`src/hdl/rtp_header_deframer_core_defines.svh`:
```
// Assertion macros shared by the RTP header deframer RTL.
`ifndef RTP_HEADER_DEFRAMER_CORE_DEFINES_SVH
`define RTP_HEADER_DEFRAMER_CORE_DEFINES_SVH

// Same-cycle implication, checked on every rising edge outside reset.
`define RHD_ASSERT_NOW(label, ante, cons, msg) \
	label: assert property (@(posedge clk) disable iff (!arst_n) (ante) |-> (cons)) \
		else $error(msg);

// Next-cycle implication, checked on every rising edge outside reset.
`define RHD_ASSERT_NEXT(label, ante, cons, msg) \
	label: assert property (@(posedge clk) disable iff (!arst_n) (ante) |=> (cons)) \
		else $error(msg);

`endif

```
`src/hdl/rhd_pkg.sv`:
```
// Package with the types and constants of the RTP header deframer.
package rhd_pkg;

	localparam int unsigned IDX_W = 7;
	localparam logic [IDX_W-1:0] HDR_BASE = 7'd12;
	localparam logic [IDX_W-1:0] HDR_MAX = 7'd72;
	localparam logic [IDX_W-1:0] IDX_SEQ_HI = 7'd2;
	localparam logic [IDX_W-1:0] IDX_SEQ_LO = 7'd3;
	localparam logic [IDX_W-1:0] IDX_TS_LAST = 7'd7;

	typedef enum logic [1:0] {
		STATUS_PAYLOAD  = 2'd0,
		STATUS_HDR_ONLY = 2'd1,
		STATUS_SHORT    = 2'd2
	} status_t;

endpackage

```
`src/hdl/rtp_header_deframer_core.sv`:
```
// RTP header deframer: header capture, sequence check and payload byte output.
//
//  channel | handshake                  | payload
//  --------+----------------------------+-------------------------------------------
//  item    | item_valid / item_ready    | data_byte, last_byte
//  result  | result_valid / result_ready| payload_byte, payload_last, status, header
//
// One byte is taken per cycle; its result, if any, appears in the result register
// on the next cycle. The single result register sets the rate: a new byte is taken
// whenever that register is empty or is being read in the same cycle.
// A stalled result holds the item side only while the result is not taken.
// Reset clears the header state, the byte position and the result valid flag.
module rtp_header_deframer_core (
	input  logic                  clk,
	input  logic                  arst_n,
	input  logic                  item_valid,
	output logic                  item_ready,
	input  logic [7:0]            data_byte,
	input  logic                  last_byte,
	output logic                  result_valid,
	input  logic                  result_ready,
	output logic [7:0]            payload_byte,
	output logic                  payload_last,
	output rhd_pkg::status_t      status,
	output logic                  seq_error,
	output logic                  marker,
	output logic [6:0]            payload_type,
	output logic [15:0]           sequence_number,
	output logic [31:0]           timestamp,
	output logic [3:0]            csrc_count,
	output logic [1:0]            version,
	output logic                  padding_flag,
	output logic                  extension_flag
);
	import rhd_pkg::*;
	`include "rtp_header_deframer_core_defines.svh"

	logic [IDX_W-1:0] byte_index_q, byte_index_d;
	logic [7:0]       hdr_first_q, hdr_first_d;
	logic [7:0]       hdr_second_q, hdr_second_d;
	logic [15:0]      cur_seq_q, cur_seq_d;
	logic [31:0]      cur_ts_q, cur_ts_d;
	logic [15:0]      prev_seq_q, prev_seq_d;
	logic             seen_first_q, seen_first_d;
	logic             seq_err_q, seq_err_d;

	logic [IDX_W-1:0] hsize;
	logic [IDX_W:0]   idx_inc;
	logic             emit;
	status_t          status_d;
	logic [7:0]       pbyte_d;
	logic             accept;

	logic             result_valid_q;
	logic [7:0]       payload_byte_q;
	logic             payload_last_q;
	status_t          status_q;
	logic             seq_error_q;
	logic [7:0]       out_first_q;
	logic [7:0]       out_second_q;
	logic [15:0]      out_seq_q;
	logic [31:0]      out_ts_q;

	assign item_ready = !result_valid_q || result_ready;
	assign accept = item_valid && item_ready;

	always_comb begin
		hdr_first_d  = hdr_first_q;
		hdr_second_d = hdr_second_q;
		cur_seq_d    = cur_seq_q;
		cur_ts_d     = cur_ts_q;
		prev_seq_d   = prev_seq_q;
		seen_first_d = seen_first_q;
		seq_err_d    = seq_err_q;
		if (byte_index_q == '0) begin
			hdr_first_d  = data_byte;
			hdr_second_d = '0;
			cur_seq_d    = '0;
			cur_ts_d     = '0;
			seq_err_d    = 1'b0;
		end else if (byte_index_q == IDX_SEQ_HI - 7'd1) begin
			hdr_second_d = data_byte;
		end else if (byte_index_q == IDX_SEQ_HI) begin
			cur_seq_d = {data_byte, 8'h00};
		end else if (byte_index_q == IDX_SEQ_LO) begin
			cur_seq_d    = {cur_seq_q[15:8], data_byte};
			seq_err_d    = seen_first_q && (cur_seq_d != 16'(prev_seq_q + 16'd1));
			prev_seq_d   = cur_seq_d;
			seen_first_d = 1'b1;
		end else if (byte_index_q <= IDX_TS_LAST) begin
			cur_ts_d = {cur_ts_q[23:0], data_byte};
		end

		hsize   = HDR_BASE + {1'b0, hdr_first_d[3:0], 2'b00};
		idx_inc = {1'b0, byte_index_q} + 8'd1;

		if (last_byte) begin
			byte_index_d = '0;
		end else if (byte_index_q < hsize) begin
			byte_index_d = idx_inc[IDX_W-1:0];
		end else begin
			byte_index_d = byte_index_q;
		end

		emit = last_byte || (byte_index_q >= hsize);

		if (!last_byte) begin
			status_d = STATUS_PAYLOAD;
		end else if (idx_inc < {1'b0, hsize}) begin
			status_d = STATUS_SHORT;
		end else if (idx_inc == {1'b0, hsize}) begin
			status_d = STATUS_HDR_ONLY;
		end else begin
			status_d = STATUS_PAYLOAD;
		end

		pbyte_d = (status_d == STATUS_PAYLOAD) ? data_byte : 8'h00;
	end

	always_ff @(posedge clk or negedge arst_n) begin
		if (!arst_n) begin
			byte_index_q   <= '0;
			hdr_first_q    <= '0;
			hdr_second_q   <= '0;
			cur_seq_q      <= '0;
			cur_ts_q       <= '0;
			prev_seq_q     <= '0;
			seen_first_q   <= 1'b0;
			seq_err_q      <= 1'b0;
			result_valid_q <= 1'b0;
		end else begin
			if (accept) begin
				byte_index_q   <= byte_index_d;
				hdr_first_q    <= hdr_first_d;
				hdr_second_q   <= hdr_second_d;
				cur_seq_q      <= cur_seq_d;
				cur_ts_q       <= cur_ts_d;
				prev_seq_q     <= prev_seq_d;
				seen_first_q   <= seen_first_d;
				seq_err_q      <= seq_err_d;
				result_valid_q <= emit;
			end else if (result_ready) begin
				result_valid_q <= 1'b0;
			end
		end
	end

	always_ff @(posedge clk) begin
		if (accept && emit) begin
			payload_byte_q <= pbyte_d;
			payload_last_q <= last_byte;
			status_q       <= status_d;
			seq_error_q    <= seq_err_d;
			out_first_q    <= hdr_first_d;
			out_second_q   <= hdr_second_d;
			out_seq_q      <= cur_seq_d;
			out_ts_q       <= cur_ts_d;
		end
	end

	assign result_valid    = result_valid_q;
	assign payload_byte    = payload_byte_q;
	assign payload_last    = payload_last_q;
	assign status          = status_q;
	assign seq_error       = seq_error_q;
	assign marker          = out_second_q[7];
	assign payload_type    = out_second_q[6:0];
	assign sequence_number = out_seq_q;
	assign timestamp       = out_ts_q;
	assign csrc_count      = out_first_q[3:0];
	assign version         = out_first_q[7:6];
	assign padding_flag    = out_first_q[5];
	assign extension_flag  = out_first_q[4];

	`RHD_ASSERT_NOW(a_index_bound, 1'b1, byte_index_q <= HDR_MAX, "byte position past header")
	`RHD_ASSERT_NOW(a_status_last, result_valid && status != STATUS_PAYLOAD,
		payload_last && payload_byte == 8'h00, "status result not final or nonzero")
	`RHD_ASSERT_NEXT(a_last_rewinds, accept && last_byte, byte_index_q == '0,
		"final byte did not rewind position")
	`RHD_ASSERT_NEXT(a_seq_seen, accept && byte_index_q == IDX_SEQ_LO, seen_first_q,
		"sequence capture not recorded")

endmodule
```
`config.mk`:
```
export PLATFORM = sky130hd
export DESIGN_NAME = rtp_header_deframer_core
export DESIGN_NICKNAME = d
export VERILOG_FILES = /design/src/hdl/rhd_pkg.sv /design/src/hdl/rtp_header_deframer_core.sv
export VERILOG_INCLUDE_DIRS = /design/src /design/src/hdl
export SDC_FILE = /design/constraint.sdc
export NUM_CORES = 1
export LEC_CHECK = 0
export BUFFER_PORTS_ARGS = -buffer_cell sky130_fd_sc_hd__buf_2
export CORE_ASPECT_RATIO = 0.7
export CORE_MARGIN = 2
export CORE_UTILIZATION = 45
export CTS_CLUSTER_SIZE = 10
export DETAILED_ROUTE_END_ITERATION = 8
export GPL_TIMING_DRIVEN = 1
export PLACE_DENSITY = 0.7
export SYNTH_ARGS = -nofsm -noshare
export SYNTH_HDL_FRONTEND = slang
export SYNTH_SLANG_ARGS = --single-unit
```
`constraint.sdc`:
```
create_clock -name clk -period 13.51 [get_ports clk]
set_clock_uncertainty 0.15 [all_clocks]
set_input_delay 1.351 -clock clk [delete_from_list [all_inputs] [get_ports clk]]
set_output_delay 1.351 -clock clk [all_outputs]
set_load 0.005 [all_outputs]
```
* After elaboration in Yosys (flattened, before gate mapping)
Index checks and enable logic that the tools add are counted.
Cells by class: add/subtract/negate cells 3, magnitude comparators 4, equality and inequality tests 5, muxes and demuxes 23, bitwise gates (word level) 3, reductions and logical operators 12
Operator list (number):
- 32-bit 2-to-1 mux | 5
- 16-bit 2-to-1 mux | 3
- 8-bit 2-to-1 mux | 4
- 16-bit by 1-bit adder with 16-bit output, second input constant | 1
- 16-bit inequality test | 1
- 7-bit by 2-bit equality test with 1-bit output, second input constant | 2
- 7-bit 2-to-1 mux | 2
- 7-bit by 1-bit adder with 8-bit output, second input constant | 1
- 8-bit by 7-bit equality test with 1-bit output | 1
- 8-bit by 7-bit < comparator with 1-bit output | 1
- 4-bit by 6-bit adder with 7-bit output, first input constant | 1
- 7-bit by 1-bit equality test with 1-bit output, second input constant | 1
- 7-bit >= comparator | 1
- 7-bit by 3-bit less-or-equal comparator with 1-bit output, second input constant | 1
- 7-bit zero test | 1
- 7-bit < comparator | 1
- 1-bit 2-to-1 mux | 7
- 5-bit AND reduction | 1
- 2-bit 2-to-1 mux | 2
- 2-bit nonzero test | 2
- 1-bit logical AND | 3
- 1-bit NOT | 3
- 2-bit zero test | 1
- 1-bit logical OR | 2
- other kinds (2) | 2
Word-level totals: flip-flop bits (word level) 166, bits of input ports 13, output and inout bits 78, logic and storage cells 67

* Depth between registers and ports, before layout
Gate-level depths: netlist of the first run.
word-level depth 8, depth in mapped cells 14, depth with buffers taken out 12

* Worst setup path after synthesis of the first run
Ideal clock, no wire load.
path kind input port to flip-flop, from input data_byte[0], to register out_first_q[0] (enable), library setup time 510 ps, data arrival time 6199 ps, data required time 12850 ps, path slack 6651 ps, stages on the path 10, buffers on the path 1, path through clkbuf_1 -> mux2i_1 -> ha_1 -> ha_1 -> nor2b_1 -> o21a_1 -> o21a_1 -> o21a_1 -> nor4_1 -> nor2_1
On the way: longest elaborated chain between the ends 5
Ends and longest elaborated chain:
- start: declaration | RTL line rtp_header_deframer_core.sv:18 | input logic [7:0] data_byte,
- 8-bit 2-to-1 mux | RTL line rtp_header_deframer_core.sv:75 | if (byte_index_q == '0) begin
- 4-bit by 6-bit adder with 7-bit output | RTL line rtp_header_deframer_core.sv:94 | hsize = HDR_BASE + {1'b0, hdr_first_d[3:0], 2'b00};
- 7-bit >= comparator | RTL line rtp_header_deframer_core.sv:105 | emit = last_byte || (byte_index_q >= hsize);
- 1-bit logical OR | RTL line rtp_header_deframer_core.sv:105
- 1-bit logical AND | RTL line rtp_header_deframer_core.sv:149 | if (accept && emit) begin
- end signal: assignment | RTL line rtp_header_deframer_core.sv:154 | out_first_q <= hdr_first_d;
- end: declaration | RTL line rtp_header_deframer_core.sv:59 | logic [7:0] out_first_q;
No other way between the ends. A chain may end at the register's enable or synchronous reset.

* Worst setup path after layout of the first run
from register byte_index_q[3], to register out_first_q[5] (enable)
On the way: longest elaborated chain between the ends 6
Ends and longest elaborated chain:
- start: declaration | RTL line rtp_header_deframer_core.sv:38 | logic [IDX_W-1:0] byte_index_q, byte_index_d;
- start signal: assignment | RTL line rtp_header_deframer_core.sv:133 | byte_index_q <= byte_index_d;
- 7-bit zero test | RTL line rtp_header_deframer_core.sv:75
- 8-bit 2-to-1 mux | RTL line rtp_header_deframer_core.sv:75
- 4-bit by 6-bit adder with 7-bit output | RTL line rtp_header_deframer_core.sv:94
- 7-bit >= comparator (*) | RTL line rtp_header_deframer_core.sv:105
- 1-bit logical OR (*) | RTL line rtp_header_deframer_core.sv:105
- 1-bit logical AND (*) | RTL line rtp_header_deframer_core.sv:149
Every way passes the cells marked *; elsewhere a longest branch is shown, timed or not.

==> results of run 1 <==
[sequential cells by signal, summed over array words and instances (netlist names), 2 cells and up]
signal,count
byte_index_q,7
cur_seq_q,16
cur_ts_q,32
hdr_first_q,8
hdr_second_q,8
out_first_q,8
out_second_q,8
payload_byte,8
prev_seq_q,16
sequence_number,16
status,2
timestamp,32
[cell type report]
| cell class | count | area (um^2) | share of cell area |
|---|---|---|---|
| inverter | 12 | 45.0 | 0.00507 |
| timing repair buffer | 97 | 505 | 0.0569 |
| clock inverter | 8 | 53.8 | 0.00605 |
| clock buffer | 24 | 482 | 0.0542 |
| tap | 231 | 289 | 0.0325 |
| sequential | 166 | 4530 | 0.510 |
| multi-input combinational | 442 | 2980 | 0.335 |
[cell usage in the layout (no fill, tap or decap), drive strengths merged, types with 22 or more instances in the layout]
cell type and count:
dfrtp 90, nand2 141, mux2 53, buf 97
nor2 28, mux2i 22, edfxtp 76, a21oi 35
clkbuf 24
[critical path, stage by stage (launching register included)]
cell and delay, ps:
dfrtp_1 460, nor4_1 400, and3_2 230, buf_4 620
mux2i_1 510, ha_1 330, ha_1 290, nor2b_1 140
o21a_1 170, o21a_1 160, o21a_1 230, nor4_1 550
nor2_4 170, buf_4 440
[worst max-delay path by stage]
stage / from / to / slack, ps / cells after the start
3_3_place_gp: byte_index_q[0]$_DFFE_PN0P_ / sequence_number[12]$_DFFE_PP_ / 8490 / 14
6_report: byte_index_q[3]$_DFFE_PN0P_ / out_first_q[5]$_DFFE_PP_ / 8230 / 13
2_1_floorplan: data_byte[0] / out_first_q[0]$_DFFE_PP_ / 6650 / 10
4_1_cts: byte_index_q[0]$_DFFE_PN0P_ / timestamp[24]$_DFFE_PP_ / 8240 / 14
3_5_place_dp: byte_index_q[0]$_DFFE_PN0P_ / sequence_number[12]$_DFFE_PP_ / 8270 / 14
5_1_grt: byte_index_q[3]$_DFFE_PN0P_ / out_first_q[5]$_DFFE_PP_ / 7830 / 13
[per-layer routing]
layer | part of all wire | vias to the layer above | GRT usage
li1 | - | 2497 | -
met1 | 0.47 | 2688 | 0.294
met2 | 0.45 | 176 | 0.299
met3 | 0.059 | 29 | 0.0498
met4 | 0.018 | 0 | 0.0601
met5 | 0 | - | 0
[cells by family (layout without fill, tap and decap cells)]
kind of cell,after synthesis,count (layout)
AOI/OAI and AO/OA,98,98
adders and majority gates,17,17
buffers and inverters,51,141
xor gates and xnor gates,25,25
and+or+nand+nor,227,227
DFF,166,166
muxes,75,75
[per-stage QoR]
step | instances | cell area, um^2
6_report | 980 | 8890
5_1_grt | 980 | 8890
4_1_cts | 980 | 8890
3_5_place_dp | 948 | 8350
3_3_place_gp | 948 | 8350
2_1_floorplan | 659 | 7730
[report_power, final]
group / internal [mW] / switching, mW
clock network: 0.249 / 0.193
logic: 0.209 / 0.391
registers: 0.671 / 0.0655
total: 1.13 / 0.650
==> reports/metrics.cfg, run 1 <==
[floorplan]
die_area_mm2 = 0.0183
die_h_um = 114
core.rowCount = 40
core_mm2 = 0.0170
die_x_um = 161
ios = 91
start_util = 0.455

[logic_synthesis]
synth_cell_types = 53
syn-mean-instance-area_um2 = 11.7
synth_top_family_by_area = simple AND/OR/NAND/NOR gates
syn-cell-area_mm2 = 0.00773
yosys.area_share.adder = 0.0275
synth_fp_nets = 689
synth-compound-area-share = 0.0831
synthSimpleGateAreaFrac = 0.135
synth-xor-area-share = 0.0283
synthTopCellsByArea = edfxtp_1 (30%), dfrtp_1 (29%), nand2_1 (6.8%), mux2_2 (6.7%), mux2i_1 (2.8%)
netlist.area_leader.share = 0.295
ys_seq_elements = 166
synth_flop_cell = dfrtp_1
synth_edf_count = 76
yosys_warnings = 0
synth.most_common_cell = nand2_1
muxShareOfSynthArea = 0.109
synthTopCellsByCount = nand2_1 (140), dfrtp_1 (90), edfxtp_1 (76)
synth_cells = 659
ys_seq_area_frac = 0.586
yosysTopAreaCell = edfxtp_1
synthArstFlopShare = 0.542

[grt]
grt_max_degree = 73
track_usage = 0.201
grt_pass1_vias = 5231
grt_pass1_wl_um = 28400
antenna_found_initial = 0
overflow = 0

[sta]
setup_slack_ps = 8230
period_share = 0.391
drv_slew = 0
fmax_mhz = 189
fin_hold_ws_ps = 321
slew_headroom = 0.213
hold_violations = 0
rsz0062_at_grt = no
min_period_ps = 5280
tightestPinTransition_ps = 1180
setup_violations = 0
fin_tns_setup_ps = 0

[cells_and_area]
n_fill_cell = 1453
finalNetCount = 766
drive_gt1_frac = 0.260
utilization = 0.522
antenna_cells = 0
syn_to_final_growth_pct = 14.9

[route]
num_vias = 5390
drt_iter0_markers = 508
firstDrtPassIters = 5
wl_um = 17700
drc_errors = 0
wire_per_inst_um = 18.1
antenna_left = 0
via_per_inst = 5.50

[setup_path]
critPathLaunchType = register
crit_type = register to register
worstPathArrival_ps = 5180
rrSetupSlack_ps = 8230
reg2regPathDepth = 13
timing.rr.start = byte_index_q[3]$_DFFE_PN0P_
worst-endpoint-required_ps = 13410
cp_max_fo = 72
crit_path_end_kind = register
r2r_end = out_first_q[5]$_DFFE_PP_

[power_and_ir_drop]
p_total_mw = 1.78
p_leak_nw = 3.84
power_density_mw_per_mm2 = 200
ir_drop_v = 0.0000850

[min_path]
hold_depth = 2
holdPathEnd = hdr_first_q[6]$_DFFE_PN0P_
hp-start = hdr_first_q[6]$_DFFE_PN0P_
hp-class = register to register

[outcome]
status = finished clean

[clock_tree]
cts_num_sinks = 166
cts_root_buffer = clkbuf_16
cts_hold_buf = 0
cts_tree = built
post-cts-setup-buffers = 0
cts_max_level = 4
clock_latency_ps = 430
clockBufferDepth = 2
post_cts_resized = 0
clk_pin_slew_ps = 60
numCtsBuffers = 17

[place]
place_hpwl_um = 11500
port_buffers = 90
pre_cts_ws_ps = 8270
place_congestion = 0.867

[flow_run]
cap_violations = 0

(Power assumes the default switching activity.)
==> run 2, diff against run 1 <==
Clock period 13.51 ns to 5.3 ns, I/O delays scaled along.
==> run 2 against run 1 <==
  * Critical path depth stayed put
  * Wire length rose by 2.3%
  * Global-route usage increased by 0.48 points
  * Critical path type unchanged
  * Critical endpoint is now payload_last$_DFFE_PP_
  * Sequential share of layout area is 0.35 points lower
  * Largest power group unchanged
==> reports/metrics.cfg, run 2 (synthesis results as in run 1) <==
[sta]
slew_headroom = 0.214  ; +0.00124
drv_slew = 0  ; unchanged
setup_violations = 0  ; unchanged
min_period_ps = 4720  ; -563 ps
period_share = 0.890  ; +0.499
tightestPinTransition_ps = 1180  ; -1.85 ps
fin_tns_setup_ps = 0  ; unchanged
fin_hold_ws_ps = 258  ; -62.4 ps
fmax_mhz = 212  ; +12%
rsz0062_at_grt = no
hold_violations = 0  ; unchanged
setup_slack_ps = 583  ; -7650 ps

[cells_and_area]
syn_to_final_growth_pct = 15.7
postLayoutCellArea_mm2 = 0.00895  ; +0.69%
layout_commonest_cell = nand2_1
drive_gt1_frac = 0.265  ; +0.00463
antenna_cells = 0  ; unchanged
finalNetCount = 768  ; +0.26%
mostFrequentLayoutCells = nand2_1 (139), dfrtp_1 (90), buf_2 (89), edfxtp_1 (76), mux2_2 (46)

[route]
wire_per_inst_um = 18.5  ; +2.0%
via_per_inst = 5.54  ; +0.81%
antenna_left = 0  ; unchanged
wl_um = 18100  ; +2.3%
num_vias = 5445  ; +1.0%
drt_iter0_markers = 513  ; +0.98%
drc_errors = 0  ; unchanged
firstDrtPassIters = 6  ; +1

[setup_path]
crit_path_start = byte_index_q[0]$_DFFE_PN0P_
reg2regPathDepth = 13  ; unchanged
crit_family = simple AND/OR/NAND/NOR gates
crit_chain = inv_1 > ha_1 > and3_2 > buf_4 > mux2i_1 > inv_1 > xnor2_1 > ha_1 > o21a_1 > o21a_1 > nor4_1 > nor2_4 > buf_12
worst-endpoint-required_ps = 5260  ; -8150 ps
endpoint = payload_last$_DFFE_PP_
timing.rr.start = byte_index_q[0]$_DFFE_PN0P_
r2r_end = payload_last$_DFFE_PP_
rrSetupSlack_ps = 580  ; -7650 ps
cp_max_fo = 39  ; -46%
crit_path_end_kind = register
cp.depth = 13  ; unchanged
max_stage_delay_ps = 880  ; +260 ps
worstPathArrival_ps = 4680  ; -500 ps
crit_type = register to register
crit_buf_inv = 4  ; +2
cp_slowest_cell = nor2_4
critPathLaunchType = register

[grt]
grt_pass1_vias = 5321  ; +1.7%
track_usage = 0.206  ; +0.00484
antenna_found_initial = 0  ; unchanged
overflow = 0  ; unchanged
grt_pass1_wl_um = 28900  ; +2.0%
grt_max_degree = 60  ; -18%

[floorplan]
core_mm2 = 0.0170  ; unchanged
die_x_um = 161  ; unchanged
start_util = 0.455  ; unchanged
die_h_um = 114  ; unchanged
die_area_mm2 = 0.0183  ; unchanged
ios = 91  ; unchanged
core.rowCount = 40  ; unchanged

[clock_tree]
clockBufferDepth = 2  ; unchanged
cts_root_buffer = clkbuf_16
numCtsBuffers = 17  ; unchanged
clk_pin_slew_ps = 60  ; about the same
post-cts-setup-buffers = 0  ; unchanged
cts_num_sinks = 166  ; unchanged
cts_max_level = 4  ; unchanged
post_cts_resized = 0  ; unchanged
clock_latency_ps = 430  ; about the same
cts_tree = built

[power_and_ir_drop]
p_leak_nw = 3.87  ; +0.94%
ir_drop_v = 0.000271  ; +220%
power_density_mw_per_mm2 = 515  ; +160%
p_total_mw = 4.61  ; +160%

[place]
place_congestion = 0.861  ; -0.68%
pre_cts_ws_ps = 628  ; -7650 ps
port_buffers = 90  ; unchanged
postPlaceCellArea_mm2 = 0.00837  ; +0.24%
place_hpwl_um = 11900  ; +3.7%

[min_path]
hp-class = primary input to register

[flow_run]
cap_violations = 0  ; unchanged

[outcome]
status = finished clean

## run 2: power breakdown
group	leakage [nW]	switching (mW)	internal, mW	total [mW]
logic	1.64	0.994	0.551	1.54
clock network	0.276	0.521	0.663	1.18
registers	1.96	0.174	1.71	1.88
## run 2: area by class of cell
cell class	count	area, um^2
Fill cell	1455	8070
Sequential cell	166	4530
Clock inverter	14	128
Clock buffer	18	439
Tap cell	231	289
Timing Repair Buffer	99	536
Inverter	12	45.0
Multi-Input combinational cell	442	2980
## run 2: worst min path at each step
stage	slack (ps)	from	endpoint	cells past startpoint
global placement	300	seen_first_q$_DFFE_PN0P_	seen_first_q$_DFFE_PN0P_	1
CTS	230	last_byte	payload_last$_DFFE_PP_	1
finish	260	last_byte	payload_last$_DFFE_PP_	1
global route	240	last_byte	payload_last$_DFFE_PP_	1
detailed placement	300	seen_first_q$_DFFE_PN0P_	seen_first_q$_DFFE_PN0P_	1
floorplan	80	arst_n	byte_index_q[0]$_DFFE_PN0P_	0
## run 2: worst register-to-register path: stages, from the launching register on
cell	delay, ps
dfrtp_1	460
inv_1	110
ha_1	300
and3_2	320
buf_4	410
mux2i_1	330
inv_1	110
xnor2_1	170
ha_1	310
o21a_1	120
o21a_1	210
nor4_1	130
nor2_4	880
buf_12	330
## run 2: per-layer routing
metal	wire length (um)	global-route usage	vias to the layer above	share of wire
li1	-	-	2503	-
met1	8440	0.297	2704	0.47
met2	8080	0.314	219	0.45
met3	1400	0.0498	19	0.077
met4	196	0.0583	0	0.011
met5	0	0	-	0
## run 2: through the flow
stage / utilization / std cells
after CTS: 0.526 / 982
final: 0.526 / 982
after floorplan: - / 659
after global placement: 0.492 / 949
after detailed placement: 0.492 / 949
after global routing: 0.526 / 982
## run 2: timing repair
action | CTS | global route
setup endpoints to repair | 0 | 0
endpoints found under the hold margin | 39 | 0
hold buffers | 1 | 0
==> run 3, diff against run 2 <==
Settings changed: REMOVE_ABC_BUFFERS set to 1.
==> run 3 against run 2 <==
  * Clock power is 8% higher
  * Highest routed layer unchanged
  * Flip-flop and latch count stayed put
  * Setup slack worse by 17 ps
  * Worst hold slack better by 7.8 ps
  * Combinational power about the same
  * Die area stayed put
  * Non-clock buffer count rose by 1
  * Via count shrank 1.5%
  * Wire length fell by 5.1%
  * Global-route usage fell by 1.1 points
  * Sequential share of layout area shrank 0.29 points
  * Sequential power about the same
  * Largest cell class unchanged
==> reports/metrics.cfg, run 3 (synthesis results as in run 1) <==
[grt]
grt_max_degree = 69  ; +15%
grt_pass1_vias = 5153  ; -3.2%
grt_pass1_wl_um = 27400  ; -5.4%
overflow = 0  ; unchanged
antenna_found_initial = 0  ; unchanged
track_usage = 0.195  ; -0.0106

[setup_path]
crit_type = register to register
worstPathArrival_ps = 4730  ; +50 ps
crit_family = simple AND/OR/NAND/NOR gates
reg2regPathDepth = 13  ; unchanged
crit_path_start = byte_index_q[0]$_DFFE_PN0P_
cp_max_fo = 65  ; +67%
cp_slowest_cell = mux2i_1
rrSetupSlack_ps = 570  ; -20 ps
critPathLaunchType = register
timing.rr.start = byte_index_q[0]$_DFFE_PN0P_
max_stage_delay_ps = 530  ; -350 ps
crit_path_end_kind = register
worst-endpoint-required_ps = 5290  ; +30 ps
r2r_end = out_first_q[2]$_DFFE_PP_
crit_chain = inv_1 > ha_1 > and3_2 > mux2i_1 > ha_1 > ha_1 > nor2b_1 > o21a_1 > o21a_1 > o21a_1 > nor4_1 > nor2_4 > buf_12
crit_buf_inv = 2  ; -2

[sta]
drv_slew = 0  ; unchanged
period_share = 0.893  ; +0.00326
fmax_mhz = 211  ; -0.36%
slew_headroom = 0.238  ; +0.0234
min_period_ps = 4730  ; +17.3 ps
setup_violations = 0  ; unchanged
hold_violations = 0  ; unchanged
setup_slack_ps = 566  ; -17.3 ps
tightestPinTransition_ps = 1140  ; -35.1 ps
rsz0062_at_grt = no

[cells_and_area]
n_fill_cell = 1469  ; +0.96%
layout_commonest_cell = nand2_1
antenna_cells = 0  ; unchanged
postLayoutCellArea_mm2 = 0.00900  ; +0.57%
utilization = 0.529  ; +0.00301
mostFrequentLayoutCells = nand2_1 (139), dfrtp_1 (90), buf_2 (89), edfxtp_1 (76), mux2_2 (46)
finalNetCount = 769  ; +0.13%
drive_gt1_frac = 0.267  ; +0.00231
syn_to_final_growth_pct = 16.4

[power_and_ir_drop]
p_leak_nw = 3.90  ; +0.73%
ir_drop_v = 0.000399  ; +47%
power_density_mw_per_mm2 = 519  ; +0.81%

[clock_tree]
clock_latency_ps = 440  ; about the same
cts_num_sinks = 166  ; unchanged
clockBufferDepth = 2  ; unchanged
clk_pin_slew_ps = 60  ; about the same
cts_root_buffer = clkbuf_16
post-cts-setup-buffers = 0  ; unchanged
numCtsBuffers = 17  ; unchanged
cts_max_level = 4  ; unchanged
cts_tree = built

[min_path]
hp-start = last_byte
hp-class = primary input to register
hold_depth = 1  ; unchanged
holdPathEnd = payload_last$_DFFE_PP_

[floorplan]
die_area_mm2 = 0.0183  ; unchanged
core.rowCount = 40  ; unchanged
ios = 91  ; unchanged
core_mm2 = 0.0170  ; unchanged
die_x_um = 161  ; unchanged
start_util = 0.455  ; unchanged
die_h_um = 114  ; unchanged

[route]
via_per_inst = 5.45  ; -1.6%
drt_iter0_markers = 338  ; -34%
wire_per_inst_um = 17.5  ; -5.2%
num_vias = 5362  ; -1.5%
wl_um = 17200  ; -5.1%
drc_errors = 0  ; unchanged
firstDrtPassIters = 5  ; -1
antenna_left = 0  ; unchanged

[place]
pre_cts_ws_ps = 607  ; -21.1 ps
port_buffers = 90  ; unchanged
postPlaceCellArea_mm2 = 0.00838  ; about the same
place_hpwl_um = 11500  ; -3.7%
place_congestion = 0.874  ; +1.6%

[flow_run]
cap_violations = 0  ; unchanged

[outcome]
status = finished clean

run 3: changes by cell type in the layout (fill, tap and decap cells not counted):
cell,change
buf_4,+1
clkinv_1,-1
clkinv_4,-3
bufinv_16,+2
inv_6,+1
clkinv_2,+1
run 3: worst register-to-register path, cell delays in order, from the launching register on:
cell     delay (ps)
dfrtp_1         460
inv_1           120
ha_1            300
and3_2          480
mux2i_1         540
ha_1            360
ha_1            300
nor2b_1         140
o21a_1          160
o21a_1          160
o21a_1          240
nor4_1          530
nor2_4          200
buf_12          270
run 3: power by group:
group          switching (mW)  internal [mW]  total (mW)
Clock                   0.522          0.758        1.28
Sequential              0.166           1.71        1.87
Combinational           0.976          0.547        1.52
Total                    1.66           3.01        4.67
run 3: worst max-delay path by stage:
stage / end / slack (ps) / cells after the start
6_report: out_first_q[2]$_DFFE_PP_ / 570 / 13
5_1_grt: timestamp[1]$_DFFE_PP_ / 240 / 13
4_1_cts: timestamp[2]$_DFFE_PP_ / 580 / 13
3_5_place_dp: timestamp[18]$_DFFE_PP_ / 610 / 13
3_3_place_gp: timestamp[26]$_DFFE_PP_ / 880 / 13
2_1_floorplan: out_first_q[0]$_DFFE_PP_ / -2450 / 10
run 3: metal layers:
metal	global-route usage	vias up	share of wire
met4	0.0619	0	0.013
met5	0	-	0
li1	-	2500	-
met1	0.284	2661	0.48
met2	0.289	180	0.44
met3	0.0513	21	0.069
run 3: metrics by stage:
step	setup TNS [ps]	total power [mW]	instances	hold WS [ps]
final	0	4.67	983	266
after global routing	0	4.96	983	248
after floorplan	-186350	2.86	620	84.4
after CTS	0	4.70	983	243
after global placement	0	3.36	950	293
after detailed placement	0	3.41	950	297
run 3: layout make-up:
class | count | area (um^2) | area share
Clock inverter | 14 | 171 | 0.0190
Multi-Input combinational cell | 442 | 2980 | 0.331
Tap cell | 231 | 289 | 0.0321
Timing Repair Buffer | 100 | 543 | 0.0603
Inverter | 12 | 45.0 | 0.00500
Sequential cell | 166 | 4530 | 0.504
Clock buffer | 18 | 439 | 0.0488
run 3: what timing repair did:
action / 4_1_cts / 5_1_grt
hold endpoints to repair: 22 / 0
gates resized for setup: 0 / 0
hold buffers: 1 / 0
